[config.mk]
export PLATFORM = sky130hd
export DESIGN_NAME = lz_token_bitstream_encoder_core
export DESIGN_NICKNAME = d
export VERILOG_FILES = /design/src/design/lztbe_pkg.sv /design/src/design/lztbe_pack.sv /design/src/design/lztbe_out.sv /design/src/design/lztbe_seq.sv /design/src/design/lz_token_bitstream_encoder_core.sv
export SDC_FILE = /design/constraint.sdc
export NUM_CORES = 1
export LEC_CHECK = 0
export BUFFER_PORTS_ARGS = -buffer_cell sky130_fd_sc_hd__buf_4
export CORE_ASPECT_RATIO = 0.7
export CORE_MARGIN = 10
export CORE_UTILIZATION = 55
export CTS_CLUSTER_SIZE = 16
export DETAILED_ROUTE_END_ITERATION = 6
export PLACE_DENSITY = 0.87
export SYNTH_ARGS = -nofsm -noshare
export SYNTH_HDL_FRONTEND = slang
export SYNTH_HIERARCHICAL = 1
export SYNTH_SLANG_ARGS = --single-unit
[constraint.sdc]
create_clock -name clk -period 4.2 [get_ports clk]
set_clock_uncertainty 0.1 [all_clocks]
set_input_delay 0.42 -clock clk [delete_from_list [all_inputs] [get_ports clk]]
set_output_delay 0.42 -clock clk [all_outputs]
set_load 0.01 [all_outputs]
[src/design/lztbe_pkg.sv]
// ----------------------------------------------------------------------------
// lztbe_pkg: shared types and constants of the LZ token bit-stream encoder
// Token codes, FSM state types, inter-module control structs.
// ----------------------------------------------------------------------------
package lztbe_pkg;

  // defaults for the top-level parameters
  localparam int DIST_BITS_DEF = 16;
  localparam int LEN_BITS_DEF  = 16;

  localparam logic [15:0] FAR_LIMIT_RESET = 16'd1920;

  localparam int TAG_BITS    = 8;   // bits in one tag word
  localparam int LOW_BITS    = 6;   // raw low distance bits after the gamma code
  localparam int MAX_RESULTS = 18;  // words kept per token, the rest dropped
  localparam int RES_CNT_W   = $clog2(MAX_RESULTS + 1);

  // request kinds on in_tuser
  localparam logic [1:0] REQ_LIT   = 2'd0;
  localparam logic [1:0] REQ_MATCH = 2'd1;
  localparam logic [1:0] REQ_END   = 2'd2;

  typedef enum logic [3:0] {
    SQ_IDLE,
    SQ_DECIDE,
    SQ_RAW,
    SQ_LIT1,
    SQ_LIT2,
    SQ_MTAG,
    SQ_GNORM,
    SQ_GDATA,
    SQ_GCONT,
    SQ_REP0,
    SQ_REP1,
    SQ_DLOW,
    SQ_FLUSH,
    SQ_FIN
  } seq_state_t;

  typedef enum logic [1:0] {
    PK_IDLE,
    PK_TAG,
    PK_HELD
  } pk_state_t;

  // sequencer -> tag packer command, held until acknowledged
  typedef struct packed {
    logic       bit_req;    // append one tag bit
    logic       bit_val;
    logic       lit_en;     // with the bit, hold data as a literal
    logic       flush_req;  // end of data: send partial tag word and held bytes
    logic       raw_req;    // send data straight out (verbatim first literal)
    logic [7:0] data;
  } pk_cmd_t;

  // packer -> output stage word
  typedef struct packed {
    logic       valid;
    logic [7:0] data;
  } emit_t;

  // sequencer -> output stage end-of-token marker
  typedef struct packed {
    logic req;
    logic stream_end;
  } fin_t;

endpackage

[src/design/lztbe_pack.sv]
// ----------------------------------------------------------------------------
// lztbe_pack: tag word packer
// Shifts tag bits into the tag word, holds literal bytes, sends the tag word
// ahead of its held bytes when full or at end of data; raw bytes pass through.
// ----------------------------------------------------------------------------
module lztbe_pack
  import lztbe_pkg::*;
(
  input  logic    clk,
  input  logic    rst_n,
  input  pk_cmd_t cmd,
  output logic    ack,
  output emit_t   emit,
  input  logic    emit_ready
);

  pk_state_t   state_r, state_nxt;
  logic [7:0]  tag_r;
  logic [3:0]  used_r;
  logic [7:0]  held_r [TAG_BITS];
  logic [3:0]  held_cnt_r;
  logic [2:0]  rd_idx_r;

  logic        take_bit, clr, rd_step, held_last;
  logic [3:0]  shamt;
  logic [7:0]  flush_word;

  assign shamt      = 4'(TAG_BITS) - used_r;
  assign flush_word = 8'(tag_r << shamt);
  assign held_last  = (4'(rd_idx_r) + 4'd1) == held_cnt_r;

  always_comb begin
    state_nxt = state_r;
    case (state_r)
      PK_IDLE: begin
        if ((cmd.bit_req && used_r == 4'(TAG_BITS)) || cmd.flush_req) state_nxt = PK_TAG;
      end
      PK_TAG: begin
        if (emit_ready) state_nxt = (held_cnt_r == 4'd0) ? PK_IDLE : PK_HELD;
      end
      PK_HELD: begin
        if (emit_ready && held_last) state_nxt = PK_IDLE;
      end
      default: state_nxt = PK_IDLE;
    endcase
  end

  always_comb begin
    emit     = '0;
    ack      = 1'b0;
    take_bit = 1'b0;
    clr      = 1'b0;
    rd_step  = 1'b0;
    case (state_r)
      PK_IDLE: begin
        if (cmd.raw_req) begin
          emit.valid = 1'b1;
          emit.data  = cmd.data;
          ack        = emit_ready;
        end else if (cmd.bit_req && used_r != 4'(TAG_BITS)) begin
          take_bit = 1'b1;
          ack      = 1'b1;
        end
      end
      PK_TAG: begin
        emit.valid = 1'b1;
        emit.data  = flush_word;
        if (emit_ready && held_cnt_r == 4'd0) begin
          clr = 1'b1;
          ack = cmd.flush_req;
        end
      end
      PK_HELD: begin
        emit.valid = 1'b1;
        emit.data  = held_r[rd_idx_r];
        if (emit_ready) begin
          rd_step = 1'b1;
          if (held_last) begin
            clr = 1'b1;
            ack = cmd.flush_req;
          end
        end
      end
      default: ;
    endcase
  end

  always_ff @(posedge clk) begin
    if (!rst_n) begin
      state_r    <= PK_IDLE;
      tag_r      <= '0;
      used_r     <= '0;
      held_cnt_r <= '0;
      rd_idx_r   <= '0;
    end else begin
      state_r <= state_nxt;
      if (clr) begin
        tag_r      <= '0;
        used_r     <= '0;
        held_cnt_r <= '0;
      end else if (take_bit) begin
        tag_r  <= {tag_r[6:0], cmd.bit_val};
        used_r <= used_r + 4'd1;
        if (cmd.lit_en) held_cnt_r <= held_cnt_r + 4'd1;
      end
      if (state_r != PK_HELD) rd_idx_r <= '0;
      else if (rd_step)       rd_idx_r <= rd_idx_r + 3'd1;
    end
  end

  // held literal bytes, no reset
  always_ff @(posedge clk) begin
    if (take_bit && cmd.lit_en) held_r[held_cnt_r[2:0]] <= cmd.data;
  end

endmodule

[src/design/lztbe_out.sv]
// ----------------------------------------------------------------------------
// lztbe_out: result stage
// One-word look-ahead to mark the last word of a token, output register.
// ----------------------------------------------------------------------------
module lztbe_out
  import lztbe_pkg::*;
(
  input  logic       clk,
  input  logic       rst_n,
  input  emit_t      emit,
  output logic       emit_ready,
  input  fin_t       fin,
  output logic       fin_ack,
  output logic       out_tvalid,
  input  logic       out_tready,
  output logic [7:0] out_tdata,
  output logic       out_tlast,
  output logic       out_tuser
);

  logic                 hold_v_r;
  logic [7:0]           hold_data_r;
  logic [RES_CNT_W-1:0] cnt_r;
  logic                 o_v_r, o_last_r, o_end_r;
  logic [7:0]           o_data_r;

  logic o_free, capped, emit_take, push_emit, push_fin;

  assign o_free     = !o_v_r || out_tready;
  assign capped     = cnt_r >= RES_CNT_W'(MAX_RESULTS);
  assign emit_ready = capped || !hold_v_r || o_free;
  assign emit_take  = emit.valid && emit_ready && !capped;
  assign push_emit  = emit_take && hold_v_r;
  assign fin_ack    = !hold_v_r || o_free;
  assign push_fin   = fin.req && fin_ack && hold_v_r;

  always_ff @(posedge clk) begin
    if (!rst_n) begin
      hold_v_r <= 1'b0;
      cnt_r    <= '0;
      o_v_r    <= 1'b0;
    end else begin
      if (emit_take) begin
        hold_v_r <= 1'b1;
        cnt_r    <= cnt_r + RES_CNT_W'(1);
      end else if (fin.req && fin_ack) begin
        hold_v_r <= 1'b0;
        cnt_r    <= '0;
      end
      if (push_emit || push_fin) o_v_r <= 1'b1;
      else if (out_tready)       o_v_r <= 1'b0;
    end
  end

  always_ff @(posedge clk) begin
    if (emit_take) hold_data_r <= emit.data;
    if (push_emit || push_fin) begin
      o_data_r <= hold_data_r;
      o_last_r <= push_fin;
      o_end_r  <= push_fin && fin.stream_end;
    end
  end

  assign out_tvalid = o_v_r;
  assign out_tdata  = o_data_r;
  assign out_tlast  = o_last_r;
  assign out_tuser  = o_end_r;

endmodule

[src/design/lztbe_seq.sv]
// ----------------------------------------------------------------------------
// lztbe_seq: token sequencer
// Decides the coding of a token and feeds tag bits, one per cycle while the
// packer acknowledges, from the gamma shift register and low distance shifter.
// ----------------------------------------------------------------------------
module lztbe_seq
  import lztbe_pkg::*;
#(
  parameter int DIST_BITS = DIST_BITS_DEF,
  parameter int LEN_BITS  = LEN_BITS_DEF
) (
  input  logic                 clk,
  input  logic                 rst_n,
  input  logic                 in_valid,
  output logic                 in_ready,
  input  logic [1:0]           in_kind,
  input  logic [7:0]           in_first,
  input  logic [7:0]           in_second,
  input  logic [DIST_BITS-1:0] in_dist,
  input  logic [LEN_BITS-1:0]  in_len,
  input  logic [15:0]          far_limit,
  output pk_cmd_t              pk_cmd,
  input  logic                 pk_ack,
  output fin_t                 fin,
  input  logic                 fin_ack
);

  // gamma shifter covers the length and the distance high part plus bias
  localparam int GW = (LEN_BITS > DIST_BITS - LOW_BITS + 1) ? LEN_BITS
                                                            : DIST_BITS - LOW_BITS + 1;
  localparam int RW = $clog2(GW + 1);
  localparam int CW = (DIST_BITS > 16) ? DIST_BITS : 16;

  seq_state_t state_r, state_nxt;

  logic [1:0]           kind_r;
  logic [7:0]           b0_r, b1_r;
  logic [DIST_BITS-1:0] dist_r, d1_r, prev_dist_r;
  logic [LEN_BITS-1:0]  len_r;
  logic                 started_r, prev_match_r, end_r;
  logic                 two_r, rep_r, glen_r;
  logic [GW-1:0]        gsr_r, dv_r;
  logic [RW-1:0]        rem_r;
  logic [LOW_BITS-1:0]  low_r;
  logic [2:0]           lcnt_r;

  logic                 far, len_two, rep, lits, dec, use_rep, bias3, norm_more;
  logic [LEN_BITS-1:0]  len_eff;
  logic [GW-1:0]        dv;

  // coding decision, evaluated in SQ_DECIDE
  always_comb begin
    far     = CW'(dist_r) > CW'(far_limit);
    len_two = len_r == LEN_BITS'(2);
    rep     = (prev_dist_r != '0) && (dist_r == prev_dist_r);
    if (prev_match_r) begin
      lits    = far && len_two;
      dec     = far;
      use_rep = 1'b0;
      bias3   = 1'b0;
    end else begin
      lits    = far && len_two && !rep;
      dec     = far && !rep;
      use_rep = rep;
      bias3   = 1'b1;
    end
    len_eff = dec ? (len_r - LEN_BITS'(1)) : len_r;
    dv      = GW'(d1_r >> LOW_BITS) + (bias3 ? GW'(3) : GW'(2));
  end

  assign norm_more = !gsr_r[GW-1] && (rem_r > RW'(2));

  always_comb begin
    state_nxt = state_r;
    case (state_r)
      SQ_IDLE: begin
        if (in_valid) state_nxt = SQ_DECIDE;
      end
      SQ_DECIDE: begin
        case (kind_r)
          REQ_LIT:   state_nxt = started_r ? SQ_LIT1 : SQ_RAW;
          REQ_MATCH: state_nxt = lits ? SQ_LIT1 : SQ_MTAG;
          REQ_END:   state_nxt = started_r ? SQ_FLUSH : SQ_FIN;
          default:   state_nxt = SQ_FIN;
        endcase
      end
      SQ_RAW:   if (pk_ack) state_nxt = SQ_FIN;
      SQ_LIT1:  if (pk_ack) state_nxt = two_r ? SQ_LIT2 : SQ_FIN;
      SQ_LIT2:  if (pk_ack) state_nxt = SQ_FIN;
      SQ_MTAG:  if (pk_ack) state_nxt = SQ_GNORM;
      SQ_GNORM: if (!norm_more) state_nxt = SQ_GDATA;
      SQ_GDATA: if (pk_ack) state_nxt = SQ_GCONT;
      SQ_GCONT: begin
        if (pk_ack) begin
          if (rem_r == RW'(1)) begin
            if (glen_r) state_nxt = rep_r ? SQ_REP0 : SQ_GNORM;
            else        state_nxt = SQ_DLOW;
          end else begin
            state_nxt = SQ_GDATA;
          end
        end
      end
      SQ_REP0:  if (pk_ack) state_nxt = SQ_REP1;
      SQ_REP1:  if (pk_ack) state_nxt = SQ_FIN;
      SQ_DLOW:  if (pk_ack && lcnt_r == 3'd0) state_nxt = SQ_FIN;
      SQ_FLUSH: if (pk_ack) state_nxt = SQ_FIN;
      SQ_FIN:   if (fin_ack) state_nxt = SQ_IDLE;
      default:  state_nxt = SQ_IDLE;
    endcase
  end

  always_comb begin
    pk_cmd   = '0;
    fin      = '0;
    in_ready = 1'b0;
    case (state_r)
      SQ_IDLE: in_ready = 1'b1;
      SQ_RAW: begin
        pk_cmd.raw_req = 1'b1;
        pk_cmd.data    = b0_r;
      end
      SQ_LIT1: begin
        pk_cmd.bit_req = 1'b1;
        pk_cmd.lit_en  = 1'b1;
        pk_cmd.data    = b0_r;
      end
      SQ_LIT2: begin
        pk_cmd.bit_req = 1'b1;
        pk_cmd.lit_en  = 1'b1;
        pk_cmd.data    = b1_r;
      end
      SQ_MTAG: begin
        pk_cmd.bit_req = 1'b1;
        pk_cmd.bit_val = 1'b1;
      end
      SQ_GDATA: begin
        pk_cmd.bit_req = 1'b1;
        pk_cmd.bit_val = gsr_r[GW-1];
      end
      SQ_GCONT: begin
        pk_cmd.bit_req = 1'b1;
        pk_cmd.bit_val = rem_r != RW'(1);
      end
      SQ_REP0, SQ_REP1: pk_cmd.bit_req = 1'b1;
      SQ_DLOW: begin
        pk_cmd.bit_req = 1'b1;
        pk_cmd.bit_val = low_r[LOW_BITS-1];
      end
      SQ_FLUSH: pk_cmd.flush_req = 1'b1;
      SQ_FIN: begin
        fin.req        = 1'b1;
        fin.stream_end = end_r;
      end
      default: ;
    endcase
  end

  // control state
  always_ff @(posedge clk) begin
    if (!rst_n) begin
      state_r      <= SQ_IDLE;
      started_r    <= 1'b0;
      prev_dist_r  <= '0;
      prev_match_r <= 1'b0;
      end_r        <= 1'b0;
    end else begin
      state_r <= state_nxt;
      case (state_r)
        SQ_DECIDE: begin
          end_r <= 1'b0;
          if (kind_r == REQ_LIT) begin
            started_r <= 1'b1;
            if (started_r) prev_match_r <= 1'b0;
          end else if (kind_r == REQ_MATCH) begin
            started_r    <= 1'b1;
            prev_match_r <= !lits;
            if (!lits) prev_dist_r <= dist_r;
          end
        end
        SQ_FLUSH: begin
          if (pk_ack) begin
            started_r    <= 1'b0;
            prev_dist_r  <= '0;
            prev_match_r <= 1'b0;
            end_r        <= 1'b1;
          end
        end
        default: ;
      endcase
    end
  end

  // token payload and shifters
  always_ff @(posedge clk) begin
    case (state_r)
      SQ_IDLE: begin
        if (in_valid) begin
          kind_r <= in_kind;
          b0_r   <= in_first;
          b1_r   <= in_second;
          dist_r <= in_dist;
          d1_r   <= in_dist - DIST_BITS'(1);
          len_r  <= (in_len < LEN_BITS'(2)) ? LEN_BITS'(2) : in_len;
        end
      end
      SQ_DECIDE: begin
        two_r  <= (kind_r == REQ_MATCH) && lits;
        rep_r  <= use_rep;
        glen_r <= 1'b1;
        gsr_r  <= GW'(len_eff);
        rem_r  <= RW'(GW);
        dv_r   <= dv;
        low_r  <= d1_r[LOW_BITS-1:0];
        lcnt_r <= 3'(LOW_BITS - 1);
      end
      SQ_GNORM: begin
        // skip leading zeros, the final shift drops the implied top bit
        gsr_r <= gsr_r << 1;
        rem_r <= rem_r - RW'(1);
      end
      SQ_GCONT: begin
        if (pk_ack) begin
          if (rem_r == RW'(1) && glen_r && !rep_r) begin
            gsr_r  <= dv_r;
            rem_r  <= RW'(GW);
            glen_r <= 1'b0;
          end else begin
            gsr_r <= gsr_r << 1;
            rem_r <= rem_r - RW'(1);
          end
        end
      end
      SQ_DLOW: begin
        if (pk_ack) begin
          low_r  <= low_r << 1;
          lcnt_r <= lcnt_r - 3'd1;
        end
      end
      default: ;
    endcase
  end

endmodule

[src/design/lz_token_bitstream_encoder_core.sv]
// ----------------------------------------------------------------------------
// lz_token_bitstream_encoder_core: LZ token to packed byte stream encoder
// Gamma2 tag-bit coding of literals and matches, tag words sent ahead of
// the literal bytes they govern.
// ----------------------------------------------------------------------------
//
//  channel  dir  handshake             payload
//  -------  ---  --------------------  -----------------------------------------
//  in_      in   in_tvalid/in_tready   tdata: first/second byte, distance, length
//                                      tuser: request kind
//  out_     out  out_tvalid/out_tready tdata: stream word; tlast: last word of
//                                      the token; tuser: last word of stream
//  cfg_     in   cfg_we                far_short_limit, 16 bit
//
//  Per token: a literal is accepted, decided, given its tag bit and finished.
//  A match sends its tag bit, 6 low distance bits (2 for a repeat) and per
//  gamma code a normalising shift past leading zeros, then two tag bits per
//  code bit, from a GW-bit shifter, GW = max(LEN_BITS, DIST_BITS-5). One
//  token is in work at a time. A stalled out_tready holds the packer;
//  in_tready stays low until the token's last word has entered the output
//  register. Reset: synchronous, active low, limit back to 1920, no
//  clearing pass.
//
module lz_token_bitstream_encoder_core
  import lztbe_pkg::*;
#(
  parameter int DIST_BITS = DIST_BITS_DEF,
  parameter int LEN_BITS  = LEN_BITS_DEF
) (
  input  logic                                     clk,
  input  logic                                     rst_n,
  // [7:0] first_byte, [15:8] second_byte, [16+:DIST_BITS] match_distance,
  // then match_length, zero fill to whole bytes
  input  logic [((16+DIST_BITS+LEN_BITS+7)/8)*8-1:0] in_tdata,
  // [1:0] req_type
  input  logic [1:0]                               in_tuser,
  input  logic                                     in_tvalid,
  output logic                                     in_tready,
  // [7:0] out_byte
  output logic [7:0]                               out_tdata,
  // [0] stream_end
  output logic [0:0]                               out_tuser,
  output logic                                     out_tlast,
  output logic                                     out_tvalid,
  input  logic                                     out_tready,
  input  logic                                     cfg_we,
  input  logic [15:0]                              cfg_wdata
);

  localparam int DIST_LSB = 16;
  localparam int LEN_LSB  = DIST_LSB + DIST_BITS;

  logic [15:0] far_limit_r;
  pk_cmd_t     pk_cmd;
  logic        pk_ack;
  emit_t       emit;
  logic        emit_ready;
  fin_t        fin;
  logic        fin_ack;
  logic        end_bit;

  // far_short_limit register, write only
  always_ff @(posedge clk) begin
    if (!rst_n)      far_limit_r <= FAR_LIMIT_RESET;
    else if (cfg_we) far_limit_r <= cfg_wdata;
  end

  lztbe_seq #(
    .DIST_BITS (DIST_BITS),
    .LEN_BITS  (LEN_BITS)
  ) u_seq (
    .clk       (clk),
    .rst_n     (rst_n),
    .in_valid  (in_tvalid),
    .in_ready  (in_tready),
    .in_kind   (in_tuser),
    .in_first  (in_tdata[7:0]),
    .in_second (in_tdata[15:8]),
    .in_dist   (in_tdata[DIST_LSB +: DIST_BITS]),
    .in_len    (in_tdata[LEN_LSB +: LEN_BITS]),
    .far_limit (far_limit_r),
    .pk_cmd    (pk_cmd),
    .pk_ack    (pk_ack),
    .fin       (fin),
    .fin_ack   (fin_ack)
  );

  // tag word shifting and literal holding
  lztbe_pack u_pack (
    .clk        (clk),
    .rst_n      (rst_n),
    .cmd        (pk_cmd),
    .ack        (pk_ack),
    .emit       (emit),
    .emit_ready (emit_ready)
  );

  // look-ahead register marks the token's last word, then output register
  lztbe_out u_out (
    .clk        (clk),
    .rst_n      (rst_n),
    .emit       (emit),
    .emit_ready (emit_ready),
    .fin        (fin),
    .fin_ack    (fin_ack),
    .out_tvalid (out_tvalid),
    .out_tready (out_tready),
    .out_tdata  (out_tdata),
    .out_tlast  (out_tlast),
    .out_tuser  (end_bit)
  );

  assign out_tuser = end_bit;

endmodule
==> impl_metrics.ini <==
[yosys]
synthTopCellsByArea = edfxtp_1, dfxtp_1, mux2i_1, ha_1, nand2_1
synth.top_cells.by_count = edfxtp_1, nand2_1, nor2_1
synth_xor_area_frac = 0.04226
synth_compound_area_frac = 0.08056
avgSynthCellArea_sq_um = 11.85
synth.distinct_cells = 81
synth_edf_count = 192
synth-seq-area-share = 0.5683
yosys.area.top_type_share = 0.4571
async_flop_share = 0
synth_mux_area_frac = 0.08442
syn_nets = 1172
syn_inst = 1064
synth_ff_type = edfxtp_1
synth_top_family_by_area = simple AND/OR/NAND/NOR gates
yosysMostFrequentCell = edfxtp_1
synthSimpleGateAreaFrac = 0.1478
synthAdderAreaFrac = 0.03671
synth-seq-cells = 262
netlist_area_sq_um = 12610
synth_largest_area_cell = edfxtp_1
synth_warnings = 6

[grt]
antenna_found_initial = 1
groute.usage.overall = 0.1929
grt_max_degree = 67
overflow = 0
first_global_vias = 8773
grt_pass1_wl_um = 46950

[timing]
hold_violations = 0
rsz0062_at_grt = no
fmax_mhz = 259.8
min_period_ns = 3.849
slew_headroom = 0.3016
tightest_slew_ns = 1.046
period_share = 0.9163
setup_slack_ns = 0.3514
finalSetupTns_ns = 0
slew_violations = 0
setup_viol = 0

[worst_setup_path]
critPathMaxFanout = 8
endpoint = u_seq/state_r[3]
crit_type = flip-flop to flip-flop
rr_startpoint = u_out/cnt_r[1]
required_ns = 4.51
reg2reg_to = u_seq/state_r[3]
end_kind = flip-flop
r2r_slack_ns = 0.35
arrival_ns = 4.16
reg2reg_depth = 13
setup.worst_path.start_class = flip-flop
critPathLaunch = u_out/cnt_r[1]

[clock_tree]
cts_tree = yes
root_buffer = clkbuf_16
numCtsBuffers = 25
cts_num_sinks = 262
h-tree-depth = 1
cts.clk_slew.worst_paths_ns = 0.07
postCtsSetupBuffers = 0
clk_path_buf_depth = 3
insertion_delay_ns = 0.53

[route]
firstDrtPassIters = 7
ant_nets = 0
drt-vias-per-instance = 5.923
wl_per_cell_um = 19.47
wl_um = 29150
drt_iter0_drc = 1075
vias = 8867
post-route-drc-count = 0

[pwr]
ir_drop_uv = 435.3
powerDensity_nw_per_um2 = 543.5
p_leak_nw = 5.351

[placed_design]
place.detailed.hpwl_um = 19420
dp_cells = 1410
gp_congestion = 0.8907
port_buffers = 82
pre_cts_ws_ns = 0.5156

[die]
dieWidth_um = 201.0
start_util = 0.5576
fp.dieH_um = 146.7
dieArea_sq_um = 29490
core_sq_um = 22620
io-pin-count = 83
rows = 46

[cells_and_area]
finalNonFillerCells = 1497
seq_area_sq_um = 7168
final_core_util = 0.6459
fillerInstances = 1609
syn_to_final_growth_pct = 15.84
finalNetCount = 1273
drive_above_1_share = 0.1394
multiInputGateArea_sq_um = 4946

[run]
cap_violations = 0

[hold_path]
hp-class = input pin to flip-flop

[outcome]
status = finished clean
==> worst max-delay path, stage by stage, from the launching register on <==
cell and delay, ns:
dfxtp_1 0.45, ha_1 0.24, o41ai_4 0.09, nand2_1 0.27, inv_1 0.10, nor3_1 0.32, o211ai_2 0.19, a21o_1 0.19
a21oi_1 0.38, a31oi_1 0.20, nor4_2 0.62, o21ai_0 0.22, a22oi_1 0.28, nor2b_1 0.08
==> metal layers <==
layer | track usage | up-vias | part of all wire
li1 | - | 4104 | -
met1 | 0.2537 | 4267 | 0.42
met2 | 0.3173 | 426 | 0.47
met3 | 0.03779 | 70 | 0.082
met4 | 0.05927 | 0 | 0.028
met5 | 0 | - | 0
==> layout by cell type (no fill, tap or decap), types with 23 or more instances in the layout <==
| master | instances |
|---|---|
| a21oi_1 | 36 |
| buf_4 | 93 |
| clkbuf_16 | 25 |
| dfxtp_1 | 69 |
| dlygate4sd3_1 | 40 |
| edfxtp_1 | 192 |
| ha_1 | 37 |
| inv_1 | 49 |
| mux2i_1 | 61 |
| nand2_1 | 109 |
| nand3_1 | 23 |
| nor2_1 | 90 |
| nor2b_1 | 24 |
| nor3_1 | 24 |
| xnor2_1 | 29 |
| xor2_1 | 30 |
==> worst min-delay path by stage <==
| stage | startpoint | endpoint | slack (ns) | cells past startpoint |
|---|---|---|---|---|
| after global placement | u_out/hold_data_r[2] | u_out/out_tdata[2] | 0.30 | 0 |
| final | cfg_wdata[10] | far_limit_r[10] | 0.009 | 3 |
| after detailed placement | u_out/hold_data_r[0] | u_out/out_tdata[0] | 0.30 | 0 |
| after CTS | cfg_wdata[9] | far_limit_r[9] | 0.002 | 3 |
| after floorplan | u_out/hold_data_r[0] | u_out/out_tdata[0] | 0.30 | 0 |
| after global routing | in_tdata[28] | u_seq/dist_r[12] | 0.008 | 1 |
==> layout make-up <==
class / count / area share
Sequential cell: 262 / 0.4906
Clock inverter: 15 / 0.009934
Antenna cell: 1 / 0.0001713
Multi-Input combinational cell: 692 / 0.3385
Inverter: 51 / 0.01310
Clock buffer: 31 / 0.04573
Tap cell: 312 / 0.02672
Timing Repair Buffer: 133 / 0.07519
==> through the flow <==
stage	hold slack, ns	cell area [sq um]	total power [mW]
2_1_floorplan	0.3003	12610	5.061
3_3_place_gp	0.3029	13390	5.530
3_5_place_dp	0.3045	13390	5.623
4_1_cts	0.002357	14610	7.897
5_1_grt	0.007505	14610	8.308
6_report	0.008700	14610	7.940
==> sequential cells by signal, summed over array words and instances, names as in the netlist, 5 cells and up, named ones only <==
register	cells
u_out/cnt_r	5
u_out/hold_data_r	8
u_seq/rem_r	5
u_seq/d1_r	16
u_seq/dist_r	16
u_seq/b1_r	8
u_seq/gsr_r	16
far_limit_r	16
u_seq/low_r	6
u_seq/prev_dist_r	16
u_pack/tag_r	8
u_out/out_tdata	8
u_pack/held_r	64
u_seq/b0_r	8
u_seq/dv_r	11
u_seq/len_r	16
==> report_power, final <==
group	leakage [nW]	total, mW	internal [mW]	switching [mW]
Clock	0.397	2.27	1.31	0.965
Combinational	2.61	1.83	0.691	1.14
Sequential	2.34	3.84	3.46	0.379
==> cell families (layout without fill, tap and decap cells) <==
group / Yosys count / in the layout
fa+ha+maj: 37 / 37
flops: 262 / 262
other cells: 0 / 1
simple gates: 370 / 370
buf+inv: 110 / 230
mux: 81 / 81
xor+xnor: 60 / 60
compound gates: 144 / 144
==> repair_timing <==
action | CTS | global route
hold endpoints to repair | 40 | 0
hold buffers | 40 | 0
resized for setup | 0 | 1
endpoints found under the setup margin | 0 | 1
(Power assumes the default switching activity.)
